$ cat src/design/square_matrix_multiply_accumulate_core_macros.svh
// ----------------------------------------------------------------------------
// Assertion macros for the matrix multiply-accumulate core
// Concurrent checks clocked on clk, disabled during reset.
// ----------------------------------------------------------------------------
`ifndef SQUARE_MATRIX_MULTIPLY_ACCUMULATE_CORE_MACROS_SVH
`define SQUARE_MATRIX_MULTIPLY_ACCUMULATE_CORE_MACROS_SVH

// Same-cycle implication
`define SMMA_ASSERT_SAME(name, ante, cons, msg) \
    name: assert property (@(posedge clk) disable iff (!rst_n) (ante) |-> (cons)) \
        else $error(msg);

// Next-cycle implication
`define SMMA_ASSERT_NEXT(name, ante, cons, msg) \
    name: assert property (@(posedge clk) disable iff (!rst_n) (ante) |=> (cons)) \
        else $error(msg);

`endif

$ cat src/design/smma_pkg.sv
// ----------------------------------------------------------------------------
// smma_pkg
// Shared constants, types and address helper of the matrix MAC core.
// ----------------------------------------------------------------------------
package smma_pkg;

    localparam int DIM   = 16;                 // matrix side, 2 .. 16
    localparam int DEPTH = DIM * DIM;
    localparam int AW    = $clog2(DEPTH);
    localparam int IW    = $clog2(DIM);

    localparam logic [1:0] CMD_WRITE_LEFT  = 2'd0;
    localparam logic [1:0] CMD_WRITE_RIGHT = 2'd1;
    localparam logic [1:0] CMD_MULTIPLY    = 2'd2;
    localparam logic [1:0] CMD_READ        = 2'd3;

    localparam logic KIND_DATA = 1'b0;
    localparam logic KIND_DONE = 1'b1;

    // one MAC step travelling down the pipeline
    typedef struct packed {
        logic          valid;
        logic          first;   // k == 0: seed accumulator from product store
        logic          last;    // k == DIM-1: write back
        logic [AW-1:0] addr;    // product element i*DIM+j
    } tag_t;

    typedef struct packed {
        tag_t          tag;
        logic [AW-1:0] lft_addr;
        logic [AW-1:0] rgt_addr;
    } issue_t;

    typedef struct packed {
        logic          clr_we;
        logic [AW-1:0] clr_addr;
        logic          load_rd;
        logic          load_done;
    } ctl_t;

    typedef struct packed {
        logic          en;
        logic [AW-1:0] addr;
        logic [31:0]   data;
    } wr_t;

    function automatic logic [AW-1:0] elem_addr(input logic [AW-1:0] r,
                                                input logic [AW-1:0] c);
        return r * AW'(DIM) + c;
    endfunction

endpackage

$ cat src/design/smma_mac.sv
// ----------------------------------------------------------------------------
// smma_mac
// Shared multiply-accumulate unit: registered 32x32 multiply, then add.
// ----------------------------------------------------------------------------
module smma_mac
(
    input  logic                clk,
    input  logic                rst_n,
    input  smma_pkg::tag_t      s1,
    input  logic [31:0]         lft,
    input  logic [31:0]         rgt,
    input  logic [31:0]         init,
    output smma_pkg::wr_t       wr,
    output logic                busy
);

    logic                s2_valid_reg;
    smma_pkg::tag_t      s2_reg;
    logic [31:0]         mul_reg;
    logic [31:0]         init_reg;
    logic [31:0]         acc_reg;
    logic [31:0]         acc_next;

    always_ff @(posedge clk or negedge rst_n)
    begin
        if (!rst_n)
        begin
            s2_valid_reg <= 1'b0;
        end
        else
        begin
            s2_valid_reg <= s1.valid;
        end
    end

    // low 32 bits of the product: wraps like the accumulate
    always_ff @(posedge clk)
    begin
        s2_reg   <= s1;
        mul_reg  <= lft * rgt;
        init_reg <= init;
        if (s2_valid_reg)
        begin
            acc_reg <= acc_next;
        end
    end

    assign acc_next = (s2_reg.first ? init_reg : acc_reg) + mul_reg;

    assign wr.en   = s2_valid_reg && s2_reg.last;
    assign wr.addr = s2_reg.addr;
    assign wr.data = acc_next;
    assign busy    = s2_valid_reg;

endmodule

$ cat config.mk
export PLATFORM = sky130hd
export DESIGN_NAME = smma_mac
export DESIGN_NICKNAME = d
export VERILOG_FILES = /design/src/design/square_matrix_multiply_accumulate_core_macros.svh /design/src/design/smma_pkg.sv /design/src/design/smma_mac.sv
export SDC_FILE = /design/constraint.sdc
export NUM_CORES = 1
export LEC_CHECK = 0
export BUFFER_PORTS_ARGS = -buffer_cell sky130_fd_sc_hd__buf_2
export CORE_AREA = 2 2 187 189
export DETAILED_ROUTE_END_ITERATION = 6
export DIE_AREA = 0 0 189 191
export PLACE_DENSITY = 0.83
export SLEW_MARGIN = 20
export SYNTH_ARGS = -nofsm -noshare
export SYNTH_HDL_FRONTEND = slang
export SYNTH_SLANG_ARGS = --single-unit
$ cat constraint.sdc
create_clock -name clk -period 5.5 [get_ports clk]
set_input_delay 0.825 -clock clk [delete_from_list [all_inputs] [get_ports clk]]
set_output_delay 0.825 -clock clk [all_outputs]
set_load 0.02 [all_outputs]
==> impl_metrics.yaml <==
logic_synthesis:
  synth.distinct_cells: 65
  syn_nets: 2804
  synth_common_cells: "fa_1 (409), inv_1 (405), nand2_1 (284), and2_1 (271), ha_1 (154)"
  yosys_warnings: 0
  synth_most_common_cell: "fa_1"
  synth.cell_area_um2: 20200
  synth.top_cells.by_area: "fa_1 (41%), ha_1 (9.5%), and2_1 (8.4%), inv_1 (7.5%), dfxtp_1 (7.3%)"
  synth_edf_count: 32
  ys_seq_elements: 107
  async_reset_ff_frac: 0.00935
  synth_top_area_share: 0.406
  synthCells: 2132
  synth_flop_cell: "dfxtp_1"
  ys_seq_area_frac: 0.122
  yosysTopAreaCell: "fa_1"
  syn_area_per_cell_um2: 9.46
sta:
  worstMarginPinSlew_ns: 0.655
  rsz0062_at_grt: "yes"
  fmax_ghz: 0.138
  slew_headroom: 0.563
  fin_crit_ns: 7.24
  fin_skew_ns: 0.0193
  fin_crit_sh: 1.32
  setup_violations: 23
  fin_ws_ns: -1.74
  drv_slew: 0
  hold_viol_final: 0
clock_network:
  clkTransAtPathRegs_ns: 0.07
  clock_path_buffers: 2
  clk_latency_ns: 0.36
  cts_tree: "yes"
  root_buffer: "clkbuf_16"
  cts_made_buffers: 9
  htreeDepth: 3
  cts-hold-fix-buffers: 0
  cts_num_sinks: 107
setup_path:
  r2r_slack_ns: 1.50
  start_kind: "input pin"
  crit_type: "in -> reg"
  r2r_start: "s2_reg[9]$_DFF_P_"
  worst_ep_required_time_ns: 5.77
  cp.arrival_ns: 7.52
  r2r_end: "acc_reg[28]$_DFFE_PP_"
  cp_max_fo: 8
  worstRegToRegCells: 11
  endpoint_kind: "register"
placement:
  io_buffers: 150
  pre_cts_ws_ns: -2.15
  gp_congestion: 0.927
  dp.cells: 2852
  hpwl_um: 44900
grt:
  track_usage: 0.327
  grt_pass1_wl_um: 92400
  overflow: 0
  grt_pass1_vias: 18100
  grt_start_max_net_pins: 35
  grt_antenna_before_repair: 2
die:
  coreArea_um2: 34100
  ios: 151
  design.die.area_um2: 36100
  rows: 68
  die_w_um: 189
  start_util: 0.591
  die_h_um: 191
drt:
  top_layer_used: "met5"
  wirelength_um: 64800
  wl_met2_um: 30800
  drt_pass1_iterations: 5
  routedWlPerCell_um: 22.0
  met3_length_um: 6800
  m1WireLength_um: 22800
  drc: 0
  ant_nets: 0
  vias: 17200
  viasPerCell: 5.84
  drt_iter0_markers: 1512
hold_path:
  hold_path.class: "in -> async"
finish:
  fin_cells: 2939
  syn_to_final_growth_pct: 24.7
  diodes: 0
  nets: 3151
  drive_gt1_frac: 0.274
outcome:
  failed_checks: "negative setup slack"
  outcome: "complete, but fails checks"
run:
  max_cap_viol_count: 0
-- layer usage --
metal  vias to the layer above  track usage
met5                         -            0
met2                      1202        0.553
met3                       355       0.0699
met4                         2        0.136
li1                       7124            -
met1                      8488        0.408
-- layout make-up --
type,instances,area [um2]
clock buffers,10,229
fillers,2011,8950
repair buffers,439,3590
inverters,405,1520
multi-input cells,1517,16700
clock inverters,6,55.1
well taps,455,569
flip-flops and latches,107,2470
-- worst max-delay path: stages --
cell      delay, ns
buf_4          0.14
buf_8          0.14
buf_12         0.13
buf_4          0.16
and2_1         0.17
fa_1           0.51
fa_1           0.45
fa_1           0.49
inv_1          0.05
fa_1           0.37
inv_1          0.10
ha_1           0.25
ha_1           0.32
inv_1          0.19
fa_1           0.60
fa_1           0.57
inv_1          0.09
ha_4           0.30
and4_4         0.27
buf_4          0.15
nand3_2        0.08
a211oi_2       0.24
a31oi_2        0.11
a311oi_2       0.34
a211oi_2       0.14
a21oi_2        0.18
xnor2_1        0.14
-- how the worst max path moves through the flow --
stage,end,startpoint,slack (ns)
floorplan,mul_reg[31]$_DFF_P_,rgt[4],-1.67
CTS,mul_reg[31]$_DFF_P_,rgt[3],-1.36
global placement,mul_reg[31]$_DFF_P_,rgt[5],-1.92
detailed placement,mul_reg[31]$_DFF_P_,rgt[5],-2.15
global route,mul_reg[29]$_DFF_P_,lft[2],-1.93
finish,mul_reg[31]$_DFF_P_,rgt[8],-1.74
-- through the flow --
step,setup TNS [ns],hold slack (ns),utilization,area [um2]
after global routing,-29.43,0.223,0.738,25200
after floorplan,-19.04,0.529,-,20500
after CTS,-18.80,0.230,0.709,24200
after global placement,-29.66,0.547,0.672,22900
final,-26.70,0.240,0.738,25200
after detailed placement,-32.69,0.563,0.672,22900
-- cell usage in the layout, fill, tap and decap left out, types with 30 or more instances in the layout --
| cell | n |
|---|---|
| and2_1 | 243 |
| buf_2 | 126 |
| buf_4 | 217 |
| buf_6 | 60 |
| dfxtp_1 | 74 |
| edfxtp_1 | 32 |
| fa_1 | 380 |
| ha_1 | 122 |
| inv_1 | 377 |
| mux2_2 | 30 |
| nand2_1 | 272 |
| nor2_1 | 33 |
| xnor2_1 | 83 |
-- cell families (layout without fill, tap and decap cells) --
group                    Yosys count  in the layout  share of synthesized area
buffers and inverters            508            860                     0.0960
XOR/XNOR                         111            111                     0.0482
multiplexers                      32             32                     0.0177
AO/OA/AOI/OAI                    145            145                     0.0483
flip-flops                       107            107                      0.122
adder cells (fa/ha/maj)          563            563                      0.501
AND/OR/NAND/NOR                  666            666                      0.166
-- what timing repair did --
item                                    CTS  global route
endpoints found under the setup margin   23            23
cloned                                    0             6
pin swaps                               101           104
buffers inserted                         38            35
resized for setup                       167           165
Power is left out: the tool's default activity adds up to more than one toggle a clock period on the data nets, which glitch-free logic cannot reach.
